--- src/design/ip_mac_cache_with_aging_defines.svh ---
// assertion macros for the address cache
// used at the end of the top level; expects clk and arst_n in scope
`ifndef IP_MAC_CACHE_WITH_AGING_DEFINES_SVH
`define IP_MAC_CACHE_WITH_AGING_DEFINES_SVH

// same-cycle implication, disabled while in reset
`define AMC_ASSERT_NOW(label, ante, cons, msg) \
	label: assert property (@(posedge clk) disable iff (!arst_n) (ante) |-> (cons)) \
		else $error(msg);

// next-cycle implication, disabled while in reset
`define AMC_ASSERT_NEXT(label, ante, cons, msg) \
	label: assert property (@(posedge clk) disable iff (!arst_n) (ante) |=> (cons)) \
		else $error(msg);

`endif

--- src/design/amc_ram.sv ---
// generic single-write, single-read ram with registered read data
// no dependencies
module amc_ram #(
	parameter int WIDTH = 8,
	parameter int DEPTH = 16,
	localparam int AW = (DEPTH > 1) ? $clog2(DEPTH) : 1
) (
	input  logic             clk,
	input  logic             we,
	input  logic [AW-1:0]    waddr,
	input  logic [WIDTH-1:0] wdata,
	input  logic [AW-1:0]    raddr,
	output logic [WIDTH-1:0] rdata
);

	logic [WIDTH-1:0] mem [DEPTH];

	always_ff @(posedge clk) begin
		if (we) begin
			mem[waddr] <= wdata;
		end
		rdata <= mem[raddr];
	end

endmodule

--- config.mk ---
export PLATFORM = sky130hd
export DESIGN_NAME = amc_ram
export DESIGN_NICKNAME = d
export VERILOG_FILES = /design/src/design/ip_mac_cache_with_aging_defines.svh /design/src/design/amc_ram.sv
export SDC_FILE = /design/constraint.sdc
export NUM_CORES = 1
export LEC_CHECK = 0
export BUFFER_PORTS_ARGS = -buffer_cell sky130_fd_sc_hd__buf_2
export CORE_ASPECT_RATIO = 1.2
export CORE_UTILIZATION = 30
export CTS_CLUSTER_SIZE = 14
export DETAILED_ROUTE_END_ITERATION = 16
export PLACE_DENSITY = 0.55
export SLEW_MARGIN = 20
export SYNTH_ARGS = -nofsm -noshare
export SYNTH_HDL_FRONTEND = slang
export SYNTH_SLANG_ARGS = --single-unit
--- constraint.sdc ---
create_clock -name clk -period 2.8 [get_ports clk]
set_input_delay 0.28 -clock clk [delete_from_list [all_inputs] [get_ports clk]]
set_output_delay 0.28 -clock clk [all_outputs]
set_load 0.02 [all_outputs]
==> run_results.csv, run 1 <==
group,metric,value,unit
logic_synthesis,synth_largest_area_cell,"edfxtp_1",
place,dp_cells,474,
logic_synthesis,syn_area_per_cell,22.5,um2
clocking,cts_resized,0,
layout,fin_cells,506,
global_route,grt_max_degree,27,
floorplan,die_h,145,um
floorplan,io_pins,26,
logic_synthesis,syn_area,0.00515,mm2
routing,vias_per_cell,4.78,
timing,max_freq,632,MHz
timing,fin_skew,0.00569,ns
layout,diodes,0,
logic_synthesis,synth_cells,229,
clocking,postCtsSetupBuffers,0,
setup_path,worst_setup_path_start_kind,"input pin",
place,dp_hpwl,6750,um
clocking,cts_buffers,17,
clocking,h-tree-depth,4,
clocking,ctsHoldBuffers,0,
hold_path,holdCritPathClass,"input pin to flop",
floorplan,core_area,0.0169,mm2
global_route,grt_overflow,0,
clocking,clockRootBuffer,"clkbuf_16",
place,gp_congestion,0.727,
global_route,grt_pass1_vias,2454,
logic_synthesis,syn-num-nets,247,
logic_synthesis,synth-seq-cells,136,
logic_synthesis,synth_top_area_share,74.7,%
timing,hold_viol_final,0,
place,portBuffers,25,
routing,drt-total-wl,10500,um
routing,ant_nets,0,
routing,drc_errors,0,
clocking,numClockSinks,136,
global_route,grt_pass1_wl,15800,um
layout,final_cell_mix,"128 x edfxtp_1, 25 x buf_2, 18 x mux4_2",
logic_synthesis,synth_warnings,0,
floorplan,initial_core_util,30.5,%
setup_path,critPathCaptureType,"flop",
clocking,worstSkewPairLatency,0.41,ns
routing,dr.pass1.iters,4,
logic_synthesis,synth_area_leaders,"edfxtp_1 75%, mux4_2 7.9%, mux4_1 7.1%, dfxtp_1 3.1%, a22oi_1 2.3%",
clocking,clk_pin_slew,0.06,ns
floorplan,placementRows,52,
run_status,status,"completed",
logic_synthesis,ys_types,19,
timing,worst_slew_pin_slew,0.874,ns
pwr,powerDensity,786,mW/mm2
pwr,peakVddDrop,0.424,mV
clocking,cts_buffer_depth,2,
global_route,grt_use_total,13.1,%
setup_path,cp_data_arrival_time,1.87,ns
layout,drive_above_1_share,30.0,%
routing,vias,2418,
global_route,grt_antenna_before_repair,0,
pwr,p_leak,0.00207,uW
setup_path,worstPathRequired,3.09,ns
timing,max_slew_margin,41.5,%
layout,final.fill_count,1519,
setup_path,crit_type,"input pin to flop",
routing,wl_per_cell,20.8,um
layout,area_growth,20.6,%
floorplan,die_area,0.0177,mm2
clocking,cts_tree,"built",
logic_synthesis,yosysSeqAreaShare,77.8,%
routing,drt_iter0_drc,150,
timing,rsz0062_at_grt,"false",
timing,slew_violations,0,
timing,min_period_over_period,56.5,%
layout,final_common_cell,"edfxtp_1",
floorplan,die_w,122,um
timing,finalSetupViolCount,0,
flow_run,cap_violations,0,
layout,final_nets,295,
timing,fin_setup_tns,0,ns
setup_path,cp_max_fo,15,
timing,fin_crit,1.58,ns
-- routing by layer --
layer  global-route usage (%)  vias up  part of all wire, %
li1                         -     1070                    -
met1                     18.5     1274                   45
met2                     19.1       65                   49
met3                     3.92        9                  5.2
met4                     4.63        0                 0.81
met5                        0        -                    0
-- path summary, 6_finish.rpt --
check | slack [ns] | start | cells after the start | end
min | 0.25 | wdata[2] | 1 | mem[8][2]$_DFFE_PP_
min reg2reg | 0.68 | mem[15][4]$_DFFE_PP_ | 3 | rdata[4]$_DFF_P_
max | 1.22 | raddr[0] | 5 | rdata[3]$_DFF_P_
max reg2reg | 1.32 | mem[1][1]$_DFFE_PP_ | 3 | rdata[1]$_DFF_P_
-- critical path, cell delays in order --
cell     delay, ns
buf_2         0.40
buf_12        0.24
mux4_1        0.58
a22oi_1       0.28
nand2_1       0.08
-- cell families (layout without fill, tap and decap cells) --
logic type | count (synthesis) | in the layout | synth area share [%]
and+or+nand+nor | 35 | 35 | 3.18
buffers and inverters | 10 | 71 | 1.68
DFF | 136 | 136 | 77.8
AOI/OAI and AO/OA | 16 | 16 | 2.33
muxes | 32 | 32 | 15.0
-- synth_stat cells --
master and number:
edfxtp_1 128, mux4_2 18, a22oi_1 16, mux4_1 14
nor2_1 13, nand2_1 9, dfxtp_1 8, nor3_1 4
buf_2 3, buf_6 3, clkdlybuf4s25_2 3, nand2b_1 2
nand3b_1 2, and2_1 1, and2b_1 1, buf_4 1
nand3_1 1, nor2b_1 1, or3b_2 1
-- report_power, final --
part | switching (uW) | internal (uW) | total, uW
registers | 14.4 | 2280 | 2290
clock network | 793 | 1570 | 2360
logic | 138 | 88.6 | 226
-- metrics by stage --
step	setup WS [ns]	hold slack (ns)	total power (uW)	utilization (%)	instance area, um2
2_1_floorplan	1.03	0.379	2460	-	5150
3_3_place_gp	0.746	0.656	2560	33.1	5570
3_5_place_dp	0.730	0.668	2570	33.1	5570
4_1_cts	1.17	0.243	4920	36.8	6210
5_1_grt	1.10	0.256	5030	36.8	6210
6_report	1.22	0.255	4880	36.8	6210
-- registers in the layout (all words and copies together), names as in the netlist --
name and cells:
mem 128, rdata 8
-- layout make-up --
type                            instances  area, um2  area share [%]
Clock buffer                           18        429            6.91
Clock inverter                         14        205            3.31
Multi-Input combinational cell         83       1060            17.0
Sequential cell                       136       4000            64.5
Tap cell                              216        270            4.35
Timing Repair Buffer                   39        243            3.91
(Power assumes the default switching activity.)
==> inputs of run 2 (changes only) <==
==> constraint.sdc (replaced) <==
create_clock -name clk -period 1.6 [get_ports clk]
set_input_delay 0.16 -clock clk [delete_from_list [all_inputs] [get_ports clk]]
set_output_delay 0.16 -clock clk [all_outputs]
set_load 0.02 [all_outputs]
==> run_results.csv, run 2 (synthesis gave the netlist of run 1 again) <==
group,metric,value,unit
floorplan,die_area,0.0177,mm2
global_route,grt_overflow,0,
routing,drt_iter0_drc,145,
layout,largest_reg_flops,128,
setup_path,critPathCaptureType,"flop",
setup_path,critPathMaxStageDelay,0.54,ns
layout,final_nets,305,
timing,hold_viol_final,0,
pwr,p_leak,0.00208,uW
setup_path,startpoint,"mem[9][4]$_DFFE_PP_",
routing,vias,2455,
clocking,worstSkewPairLatency,0.42,ns
timing,max_slew_margin,71.3,%
global_route,grt_use_total,12.8,%
hold_path,holdCritPathClass,"input pin to flop",
clocking,clk_pin_slew,0.05,ns
layout,final_common_cell,"edfxtp_1",
global_route,grt_antenna_before_repair,0,
clocking,clockRootBuffer,"clkbuf_16",
global_route,grt_pass1_wl,15500,um
layout,final_cell_mix,"128 x edfxtp_1, 25 x buf_2, 21 x buf_4",
setup_path,cp_data_arrival_time,1.64,ns
setup_path,worstPathRequired,1.90,ns
clocking,h-tree-depth,4,
layout,largest-register,"mem",
setup_path,cp_max_fo,1,
place,portBuffers,25,
clocking,cts_tree,"built",
routing,wl_per_cell,19.9,um
timing,slew_violations,0,
setup_path,regToRegSetupSlack,0.26,ns
clocking,cts_buffer_depth,2,
timing,fin_setup_tns,0,ns
timing,finalSetupViolCount,0,
floorplan,die_h,145,um
timing,max_freq,748,MHz
timing,worst_slew_pin_slew,0.431,ns
routing,drc_errors,0,
layout,final.fill_count,1529,
clocking,numClockSinks,136,
timing,holdWs,0.130,ns
setup_path,cpMaxStageDelayCell,"mux4_1",
global_route,grt_pass1_vias,2617,
floorplan,io_pins,26,
routing,wl_met1,4520,um
clocking,cts_resized,0,
timing,fin_crit,1.34,ns
layout,diodes,0,
routing,vias_per_cell,4.76,
setup_path,crit_chain,"mux4_1 > a22oi_1 > nand2_1",
floorplan,initial_core_util,30.5,%
clocking,ctsHoldBuffers,0,
global_route,grt_max_degree,30,
layout,area_growth,20.2,%
timing,fin_skew,0.00525,ns
routing,dr.pass1.iters,4,
setup_path,reg2reg_from,"mem[9][4]$_DFFE_PP_",
layout,finish.utilization,36.7,%
floorplan,placementRows,52,
layout,post-route-cell-area,0.00619,mm2
routing,wl_met2,5180,um
setup_path,crit_type,"flop to flop",
pwr,fin_total_pwr,7770,uW
floorplan,core_area,0.0169,mm2
routing,dr_wl_met3,418,um
run_status,status,"completed",
routing,routed.top_layer,"met4",
flow_run,cap_violations,0,
setup_path,cp-endpoint,"rdata[4]$_DFF_P_",
floorplan,die_w,122,um
timing,min_period_over_period,83.5,%
setup_path,worst_setup_path_start_kind,"flop",
clocking,postCtsSetupBuffers,0,
routing,ant_nets,0,
clocking,cts_buffers,17,
place,place_area,0.00568,mm2
pwr,peakVddDrop,0.553,mV
pwr,powerDensity,1260,mW/mm2
timing,rsz0062_at_grt,"false",
setup_path,reg2reg_to,"rdata[4]$_DFF_P_",
setup_path,rr_worst_depth,3,
routing,drt-total-wl,10300,um
place,gp_congestion,0.736,
layout,drive_above_1_share,30.7,%
place,dp_hpwl,6510,um
layout,top_regs,"mem x128, rdata x8",
-- run 2: how the worst min path moves through the flow --
stage | startpoint | endpoint | slack [ns] | cells after the start
after floorplan | wdata[0] | mem[0][0]$_DFFE_PP_ | 0.26 | 0
after global placement | wdata[3] | mem[9][3]$_DFFE_PP_ | 0.55 | 1
after detailed placement | wdata[7] | mem[14][7]$_DFFE_PP_ | 0.56 | 1
after CTS | wdata[7] | mem[11][7]$_DFFE_PP_ | 0.11 | 1
after global routing | wdata[7] | mem[11][7]$_DFFE_PP_ | 0.11 | 1
final | wdata[0] | mem[9][0]$_DFFE_PP_ | 0.13 | 1
-- run 2: layer usage --
| layer | vias to the layer above | track usage, % |
|---|---|---|
| met5 | - | 0 |
| met1 | 1294 | 15.8 |
| met2 | 59 | 20.3 |
| met4 | 0 | 6.30 |
| met3 | 14 | 3.80 |
| li1 | 1088 | - |
-- run 2: final cells by class --
class / count / area (um2) / share of cell area, %
sequential: 136 / 4000 / 64.7
multi-input combinational: 83 / 1060 / 17.2
clock buffer: 27 / 483 / 7.81
timing repair buffer: 49 / 343 / 5.54
tap: 216 / 270 / 4.37
clock inverter: 5 / 23.8 / 0.384
-- run 2: power breakdown --
group,switching [uW],total (uW),leakage [uW],internal (uW)
logic,233,405,0.000611,172
clock network,1310,3350,0.000251,2040
registers,27.2,4010,0.00122,3990
total,1570,7770,0.00208,6200
-- run 2: critical path: cells and delay by family, from the launching register on --
| family | cells | cell delay (ns) |
|---|---|---|
| compound gates | 1 | 0.25 |
| flops | 1 | 0.36 |
| mux | 1 | 0.54 |
| simple gates | 1 | 0.07 |
-- run 2: metrics by stage --
stage / instances / setup WS (ns)
after floorplan: 229 / 0.174
after global placement: 484 / -0.0217
after detailed placement: 484 / -0.0408
after CTS: 516 / 0.240
after global routing: 516 / 0.192
final: 516 / 0.264
