==> src/design/ip_mac_cache_with_aging_defines.svh <==
// assertion macros for the address cache
// used at the end of the top level; expects clk and arst_n in scope
`ifndef IP_MAC_CACHE_WITH_AGING_DEFINES_SVH
`define IP_MAC_CACHE_WITH_AGING_DEFINES_SVH

// same-cycle implication, disabled while in reset
`define AMC_ASSERT_NOW(label, ante, cons, msg) \
	label: assert property (@(posedge clk) disable iff (!arst_n) (ante) |-> (cons)) \
		else $error(msg);

// next-cycle implication, disabled while in reset
`define AMC_ASSERT_NEXT(label, ante, cons, msg) \
	label: assert property (@(posedge clk) disable iff (!arst_n) (ante) |=> (cons)) \
		else $error(msg);

`endif

==> src/design/amc_pkg.sv <==
// shared types and constants for the address cache
// no dependencies; imported by amc_entry_cmp, the top level and the testbench
package amc_pkg;

	localparam int ENTRIES_DEF = 64;
	localparam int IP_W        = 32;
	localparam int MAC_W       = 48;
	localparam int STAMP_W     = 32;
	localparam int TIMEOUT_W   = 12;
	localparam int KIND_W      = 2;
	localparam int APB_AW      = 3;
	localparam int APB_DW      = 32;

	localparam logic [TIMEOUT_W-1:0] TIMEOUT_RESET = 12'd15;

	localparam logic [KIND_W-1:0] KIND_LOOKUP = 2'd0;
	localparam logic [KIND_W-1:0] KIND_INSERT = 2'd1;
	localparam logic [KIND_W-1:0] KIND_TICK   = 2'd2;
	localparam logic [KIND_W-1:0] KIND_NONE   = 2'd3;

	localparam logic [APB_AW-3:0] REG_TIMEOUT = '0;

	typedef struct packed {
		logic               valid;
		logic [STAMP_W-1:0] stamp;
		logic [MAC_W-1:0]   mac;
		logic [IP_W-1:0]    ip;
	} entry_t;

	typedef struct packed {
		logic ip_match;
		logic expired;
	} cmp_t;

endpackage

==> src/design/amc_entry_cmp.sv <==
// shared compare unit: address match and age expiry for one table entry
// depends on amc_pkg
module amc_entry_cmp (
	input  amc_pkg::entry_t                    entry,
	input  logic [amc_pkg::IP_W-1:0]           key_ip,
	input  logic [amc_pkg::STAMP_W-1:0]        seconds,
	input  logic [amc_pkg::TIMEOUT_W-1:0]      timeout,
	output amc_pkg::cmp_t                      res
);
	import amc_pkg::*;

	logic [STAMP_W-1:0] age;

	always_comb begin
		age          = seconds - entry.stamp;
		res.ip_match = entry.valid && (entry.ip == key_ip);
		res.expired  = entry.valid && (age > STAMP_W'(timeout));
	end

endmodule

==> config.mk <==
export PLATFORM = sky130hd
export DESIGN_NAME = amc_entry_cmp
export DESIGN_NICKNAME = d
export VERILOG_FILES = /design/src/design/ip_mac_cache_with_aging_defines.svh /design/src/design/amc_pkg.sv /design/src/design/amc_entry_cmp.sv
export SDC_FILE = /design/constraint.sdc
export NUM_CORES = 1
export LEC_CHECK = 0
export ABC_AREA = 1
export BUFFER_PORTS_ARGS = -buffer_cell sky130_fd_sc_hd__clkbuf_2
export CORE_MARGIN = 2
export CORE_UTILIZATION = 48
export DETAILED_ROUTE_END_ITERATION = 16
export PLACE_DENSITY = 0.86
export SLEW_MARGIN = 25
export SYNTH_ARGS = -nofsm -noshare
export SYNTH_HDL_FRONTEND = slang
export SYNTH_SLANG_ARGS = --single-unit
==> constraint.sdc <==
create_clock -name vclk -period 2.7
set_clock_uncertainty 0.1 [all_clocks]
set_input_delay 0.135 -clock vclk [all_inputs]
set_output_delay 0.135 -clock vclk [all_outputs]
set_load 0.01 [all_outputs]
==> results of run 1 <==
==> worst max-delay path, stage by stage <==
cell and delay (ns):
clkbuf_2 0.10, inv_1 0.07, ha_4 0.30, nand2_1 0.06
nand2_1 0.11, inv_1 0.07, nand2_1 0.10, inv_1 0.06
nand3_2 0.09, xor2_1 0.17, ha_1 0.28, a21oi_2 0.12
nor2_1 0.06, a211oi_2 0.20, nand2_1 0.07, nand2_1 0.07
nand2_1 0.05, nor2_1 0.09, nand2_1 0.06, nor2_1 0.12
nand3_1 0.08, nand2_1 0.08, inv_2 0.04, buf_6 0.11
==> synth_stat cells (2+ instances only) <==
| master | count |
|---|---|
| o21bai_1 | 4 |
| inv_2 | 10 |
| a211oi_1 | 2 |
| o22ai_1 | 5 |
| inv_1 | 175 |
| nand3_2 | 2 |
| xnor2_1 | 8 |
| nor2_4 | 6 |
| nand4_1 | 7 |
| nor3_1 | 4 |
| o21ai_0 | 9 |
| or2_2 | 4 |
| nand2_2 | 11 |
| nor4_1 | 3 |
| nor2_1 | 47 |
| and2_1 | 5 |
| nor2_2 | 4 |
| nor3_2 | 2 |
| a221oi_1 | 2 |
| a21oi_1 | 21 |
| nand3b_1 | 4 |
| xor2_1 | 13 |
| nand3_1 | 41 |
| nand2_1 | 249 |
| ha_1 | 43 |
| a22o_1 | 2 |
==> layout make-up <==
class / count / area, um^2 / area share [%]
Inverter: 186 / 703.2 / 14.01
Multi-Input combinational cell: 507 / 3050 / 60.80
Tap cell: 96 / 120.1 / 2.394
Timing Repair Buffer: 192 / 1144 / 22.79
==> cell usage in the layout (no fill, tap or decap), types with 3 or more instances in the layout <==
| cell type | synthesis | routed |
|---|---|---|
| nor3_1 | 4 | 4 |
| xor2_1 | 13 | 10 |
| nand3_2 | 2 | 3 |
| nand2_2 | 11 | 23 |
| inv_2 | 10 | 18 |
| nand3b_1 | 4 | 4 |
| a21oi_2 | 1 | 3 |
| nand2_1 | 249 | 233 |
| o21bai_1 | 4 | 4 |
| nand2_4 | 1 | 5 |
| and2_1 | 5 | 5 |
| nand3_1 | 41 | 38 |
| or2_2 | 4 | 4 |
| nor4_1 | 3 | 3 |
| clkbuf_2 | 0 | 134 |
| xnor2_1 | 8 | 8 |
| o21ai_0 | 9 | 9 |
| buf_6 | 0 | 10 |
| a21oi_1 | 21 | 19 |
| nor2_4 | 6 | 7 |
| nand4_1 | 7 | 7 |
| buf_4 | 0 | 48 |
| nor2_1 | 47 | 43 |
| inv_1 | 175 | 165 |
| xor2_2 | 0 | 3 |
| ha_1 | 43 | 32 |
| nor2_2 | 4 | 7 |
| ha_4 | 0 | 11 |
| o22ai_1 | 5 | 5 |
==> routing by layer <==
layer / global-route usage (%) / part of all wire, % / up-vias / wire length, um
li1: - / - / 2472 / -
met1: 30.63 / 39 / 2153 / 4682
met2: 50.68 / 50 / 240 / 6041
met3: 1.662 / 7.4 / 69 / 894
met4: 3.719 / 4.0 / 0 / 485
met5: 0 / 0 / - / 0
==> through the flow <==
| stage | utilization, % | TNS, ns | area, um^2 | std cells |
|---|---|---|---|---|
| 2_1_floorplan | - | 0 | 3460 | 693 |
| 4_1_cts | 69.33 | -0.1651 | 4762 | 976 |
| 5_1_grt | 73.04 | -0.3753 | 5017 | 981 |
| 6_report | 73.04 | -0.2230 | 5017 | 981 |
| 3_3_place_gp | 66.79 | -0.1816 | 4588 | 971 |
| 3_5_place_dp | 66.79 | -0.2746 | 4588 | 971 |
==> power by group <==
part / internal [uW] / switching, uW
sequential: 0 / 0
clock: 0 / 0
combinational: 488 / 599
total: 488 / 599
==> timing repair <==
action,CTS,global route
resized for setup,22,54
setup buffers,5,5
pin swaps,15,36
setup endpoints to repair,1,1
gates cloned,0,0
==> cell families after synthesis <==
kind of cell / share of synthesized area [%]
XOR/XNOR: 5.317
buffers and inverters: 20.18
adder cells (fa/ha/maj): 16.13
AO/OA/AOI/OAI: 8.970
AND/OR/NAND/NOR: 49.40
==> worst max path at each step <==
stage | end | depth (start not counted)
after detailed placement | res[0] | 25
final | res[0] | 24
after global routing | res[0] | 24
after floorplan | res[0] | 23
after CTS | res[0] | 25
after global placement | res[0] | 22
==> flow_summary.json, run 1 <==
{
  "finalNetCount": 1120,
  "ff_latch_area_um2": 0,
  "setup_ws_ns": -0.2230,
  "netlist_top_cells_area": "nand2_1, inv_1, ha_1",
  "hp-start": "entry[112]",
  "cp_max_fo": 4,
  "power_density_mw_per_mm2": 216.7,
  "arrival_ns": 2.69,
  "port_buffers": 143,
  "rows": 30,
  "seq_cells": 0,
  "ant_nets": 0,
  "violations": "negative setup slack",
  "status": "finished with violations",
  "antenna_found_initial": 0,
  "startpoint_type": "input pin",
  "crit_start": "entry[88]",
  "final_hold_viol_count": 0,
  "fin_crit_ns": 2.923,
  "place_ws_ns": -0.2746,
  "critPathCaptureType": "output port",
  "viasPerCell": 5.030,
  "core_area_mm2": 0.006869,
  "drt_iter0_drc": 348,
  "grt_max_degree": 7,
  "p_total_uw": 1087,
  "die_area_mm2": 0.007902,
  "hold_path_class": "in2out",
  "fin_hold_ws_ns": 0.4594,
  "hpwl_um": 9083,
  "syn_area_per_cell_um2": 4.992,
  "synthDominantCellAreaShare_pct": 27.02,
  "finalCritPeriodShare_pct": 108.3,
  "ys_warn_count": 0,
  "maxSlewViolCount": 0,
  "holdPathEnd": "res[0]",
  "antenna_cells": 0,
  "maxCapViolCount": 0,
  "finalWeightedCongestion": 0.9449,
  "setup_violations": 1,
  "syn_to_final_growth_pct": 45.03,
  "rsz0062_at_grt": "true",
  "synth_cell_types": 36,
  "die_w_um": 88.90,
  "nFillCells": 563,
  "num_io_pins": 191,
  "grt_first_pass_wirelength_um": 16950,
  "cp.required_ns": 2.47,
  "leakage_uw": 0.003205,
  "finalWirelength_um": 12100,
  "via_count": 4934,
  "whs_path_depth": 4,
  "first_global_vias": 4293,
  "yosys.area.top_type": "nand2_1",
  "max-slew-margin-rel_pct": 74.42,
  "netlist_instances": 693,
  "synth_seq_area_share_pct": 0,
  "start_util_pct": 50.36,
  "synthesis.area_mm2": 0.003460,
  "grt_use_total_pct": 25.67,
  "drc": 0,
  "worstSetupPathType": "in2out",
  "worst_pin_slew_ns": 0.3740,
  "firstDrtPassIters": 5,
  "fmax_mhz": 342.1,
  "overflow": 0,
  "ir_drop_uv": 109.5,
  "holdBufCountCts": 0,
  "nClkBuffers": 0,
  "fp.dieH_um": 88.90,
  "wire_per_inst_um": 12.34,
  "syn-num-nets": 926,
  "drive_above_1_share_pct": 32.20
}
Power figures use the tool's default switching activity.
==> run 2: changes to the inputs <==
CORE_UTILIZATION = 51   (was 48)
PLACE_DENSITY = 0.9   (was 0.86)
clock period = 3.7 ns   (was 2.7 ns; I/O delays follow)
==> run 2 against run 1 <==
The flow now finishes without violations. Design area is 15% lower. Worst setup slack better by 0.68 ns. Clock-buffer cell count stayed put. Total power is 44% lower. Via count is 10% lower.
==> flow_summary.json, run 2 (synthesis gave the netlist of run 1 again) <==
{
  "power_density_mw_per_mm2": 142.7,
  "nClkBuffers": 0,
  "ir_drop_uv": 66.99,
  "final_hold_viol_count": 0,
  "die_w_um": 86.36,
  "maxSlewViolCount": 0,
  "arrival_ns": 2.95,
  "grt_first_pass_wirelength_um": 15640,
  "die_area_mm2": 0.007458,
  "syn_to_final_growth_pct": 23.58,
  "holdBufCountCts": 0,
  "overflow": 0,
  "num_io_pins": 191,
  "drt_iter0_drc": 193,
  "worstSetupPathType": "in2out",
  "crit_start": "seconds[0]",
  "status": "finished, final reports clean",
  "port_buffers": 143,
  "endpoint": "res[0]",
  "fmax_mhz": 308.7,
  "rsz0062_at_grt": "false",
  "grt_max_degree": 7,
  "wire_per_inst_um": 10.36,
  "grt_use_total_pct": 24.71,
  "maxCapViolCount": 0,
  "setup_violations": 0,
  "max-slew-margin-rel_pct": 73.76,
  "start_util_pct": 51.78,
  "first_global_vias": 3842,
  "drc": 0,
  "rows": 30,
  "firstDrtPassIters": 5,
  "core_area_mm2": 0.006681,
  "post_cts_buffers": 0,
  "finalCritPeriodShare_pct": 87.54,
  "fin_tns_setup_ns": 0,
  "ff_latch_area_um2": 0,
  "worst_pin_slew_ns": 0.3836,
  "hold_path_class": "in2out",
  "finalWeightedCongestion": 0.9428,
  "hpwl_um": 8694,
  "final_common_cell": "nand2_1",
  "viasPerCell": 4.821,
  "seq_cells": 0,
  "cp_max_fo": 5,
  "finalWirelength_um": 9488,
  "antenna_cells": 0,
  "fp.dieH_um": 86.36,
  "finalNetCount": 1071,
  "via_count": 4416,
  "setup_ws_ns": 0.4609,
  "fin_crit_ns": 3.239,
  "critPathCaptureType": "output port",
  "nFillCells": 699,
  "antenna_found_initial": 0,
  "ctsResizeCount": 0,
  "mostFrequentLayoutCells": "nand2_1, inv_1, clkbuf_2",
  "leakage_uw": 0.002915,
  "startpoint_type": "input pin",
  "drive_above_1_share_pct": 22.13,
  "fin_hold_ws_ns": 0.5813,
  "place_ws_ns": 0.4779,
  "ant_nets": 0,
  "cp.required_ns": 3.41
}
run 2: cell count changes in the layout (fill, tap and decap cells not counted), sizes merged:
cell	delta
clkbuf	+9
buf	-58
run 2: critical path, cell delays in order:
cell	delay, ns
clkbuf_2	0.07
inv_1	0.03
ha_1	0.20
fa_1	0.40
inv_1	0.10
nand3_1	0.09
nand3_2	0.15
nand2_1	0.07
nand2_1	0.13
xor2_1	0.18
ha_1	0.25
nand2_1	0.08
o21a_1	0.13
nand2_1	0.05
nand2_1	0.05
nand2_1	0.04
nand2_1	0.10
nand2_1	0.06
nor2_1	0.08
nand2_1	0.05
nor2_1	0.13
nand3_1	0.10
nand2_1	0.08
inv_1	0.04
clkbuf_2	0.12
run 2: worst min-delay path by stage:
stage	startpoint	slack (ns)	cells past startpoint	end
final	entry[112]	0.58	4	res[0]
after CTS	entry[112]	0.59	4	res[0]
after floorplan	entry[112]	0.37	2	res[0]
after global placement	entry[112]	0.58	4	res[0]
after detailed placement	entry[112]	0.59	4	res[0]
after global routing	entry[112]	0.62	4	res[0]
run 2: power by group:
group	total, uW	leakage (uW)	switching (uW)	internal, uW
clock	0	0	0	0
combinational	610	0.00292	361	249
sequential	0	0	0	0
total	610	0.00292	361	249
run 2: cell type report:
cell class         instances  area (um^2)  area share [%]
repair buffers           143        715.7           16.74
inverters                186        698.2           16.33
well taps                 80        100.1           2.341
multi-input cells        507         2761           64.59
run 2: layer usage:
layer | vias up | track usage [%] | wire length (um)
met5 | - | 0 | 0
met4 | 0 | 3.409 | 85
met3 | 10 | 0.9524 | 564
met2 | 142 | 46.22 | 4681
met1 | 1876 | 31.98 | 4156
li1 | 2388 | - | -
run 2: stage by stage:
stage	utilization, %	instances	instance area, um^2	power, uW
final	63.99	916	4275	610.1
after global routing	63.99	916	4275	698.2
after global placement	63.99	916	4275	587.9
after floorplan	-	693	3460	422.2
after CTS	63.99	916	4275	606.4
after detailed placement	63.99	916	4275	603.1
==> run 3: changes to the inputs <==
clock period = 3.92 ns   (was 3.7 ns; I/O delays follow)
==> run 3 against run 2 <==
First-iteration DRC count increased by 5.7%. Core utilization unchanged. Design area unchanged. Die area unchanged. Flip-flop and latch count unchanged. Critical path depth unchanged. Hold slack improved by 0.025 ns.
==> flow_summary.json, run 3 (synthesis gave the netlist of run 1 again) <==
{
  "status": "finished, final reports clean",
  "finalWirelength_um": 9513,
  "drc": 0,
  "core_area_mm2": 0.006681,
  "nFillCells": 677,
  "die_w_um": 86.36,
  "critPathCaptureType": "output port",
  "rsz0062_at_grt": "false",
  "hold_path_class": "in2out",
  "finalNetCount": 1071,
  "overflow": 0,
  "mostFrequentLayoutCells": "nand2_1, inv_1, clkbuf_2",
  "post_cts_buffers": 0,
  "finalCritPeriodShare_pct": 83.46,
  "power_density_mw_per_mm2": 134.1,
  "setup_violations": 0,
  "rows": 30,
  "final_hold_viol_count": 0,
  "cp.required_ns": 3.62,
  "holdBufCountCts": 0,
  "fin_crit_ns": 3.272,
  "startpoint_type": "input pin",
  "viasPerCell": 4.763,
  "first_global_vias": 3893,
  "max-slew-margin-rel_pct": 71.32,
  "ir_drop_uv": 66.29,
  "fin_tns_setup_ns": 0,
  "wire_per_inst_um": 10.39,
  "seq_cells": 0,
  "hpwl_um": 8691,
  "leakage_uw": 0.002915,
  "finalWeightedCongestion": 0.9390,
  "port_buffers": 143,
  "final_common_cell": "nand2_1",
  "num_io_pins": 191,
  "antenna_found_initial": 0,
  "grt_use_total_pct": 24.59,
  "crit_path_max_incr_delay_ns": 0.42,
  "final_util_pct": 63.99,
  "syn_to_final_growth_pct": 23.58,
  "grt_max_degree": 7,
  "ff_latch_area_um2": 0,
  "die_area_mm2": 0.007458,
  "via_count": 4363,
  "cp_slowest_cell": "fa_1",
  "nClkBuffers": 0,
  "ant_nets": 0,
  "crit_top_cell": "nand2_1",
  "firstDrtPassIters": 12,
  "ctsResizeCount": 0,
  "start_util_pct": 51.78,
  "drive_above_1_share_pct": 22.13,
  "antenna_cells": 0,
  "maxCapViolCount": 0,
  "cp_max_fo": 5,
  "fmax_mhz": 305.6,
  "maxSlewViolCount": 0,
  "arrival_ns": 2.98,
  "worst_pin_slew_ns": 0.4193,
  "fp.dieH_um": 86.36,
  "worstSetupPathType": "in2out",
  "grt_first_pass_wirelength_um": 15660,
  "drt_iter0_drc": 204
}
run 3: cell counts in the layout (fill, tap and decap cells not counted):
No cell type changed its count.
run 3: report_power, final:
group / switching (uW) / internal [uW]
Clock: 0 / 0
Sequential: 0 / 0
Combinational: 339 / 234
Total: 339 / 234
run 3: worst max-delay path: cells and delay by family:
family | cells | cell delay [ns]
buffers and inverters | 5 | 0.37
xor gates and xnor gates | 1 | 0.18
AOI/OAI and AO/OA | 1 | 0.13
adders and majority gates | 3 | 0.87
and+or+nand+nor | 15 | 1.23
run 3: metrics by stage:
stage | setup WS [ns] | total power, uW | cell area (um^2) | hold WS [ns] | instances
2_1_floorplan | 1.257 | 398.5 | 3460 | 0.3881 | 693
3_3_place_gp | 0.7124 | 554.7 | 4275 | 0.6060 | 916
3_5_place_dp | 0.6577 | 566.7 | 4275 | 0.6088 | 916
4_1_cts | 0.6448 | 569.8 | 4275 | 0.6119 | 916
5_1_grt | 0.3257 | 656.7 | 4275 | 0.6494 | 916
6_report | 0.6482 | 573.2 | 4275 | 0.6065 | 916
run 3: path summary, 6_finish.rpt:
| path | endpoint | from | depth (start not counted) |
|---|---|---|---|
| max | res[0] | seconds[0] | 25 |
| min | res[0] | entry[112] | 4 |
run 3: layout make-up:
| cell class | instances | area, um^2 | share of cell area [%] |
|---|---|---|---|
| Inverter | 186 | 698.2 | 16.33 |
| Tap cell | 80 | 100.1 | 2.341 |
| Multi-Input combinational cell | 507 | 2761 | 64.59 |
| Timing Repair Buffer | 143 | 715.7 | 16.74 |
run 3: per-layer routing:
layer	vias to the layer above	wire (um)	global-route usage (%)
li1	2387	-	-
met1	1833	4177	31.92
met2	130	4681	45.52
met3	13	562	1.524
met4	0	92	3.267
met5	-	0	0
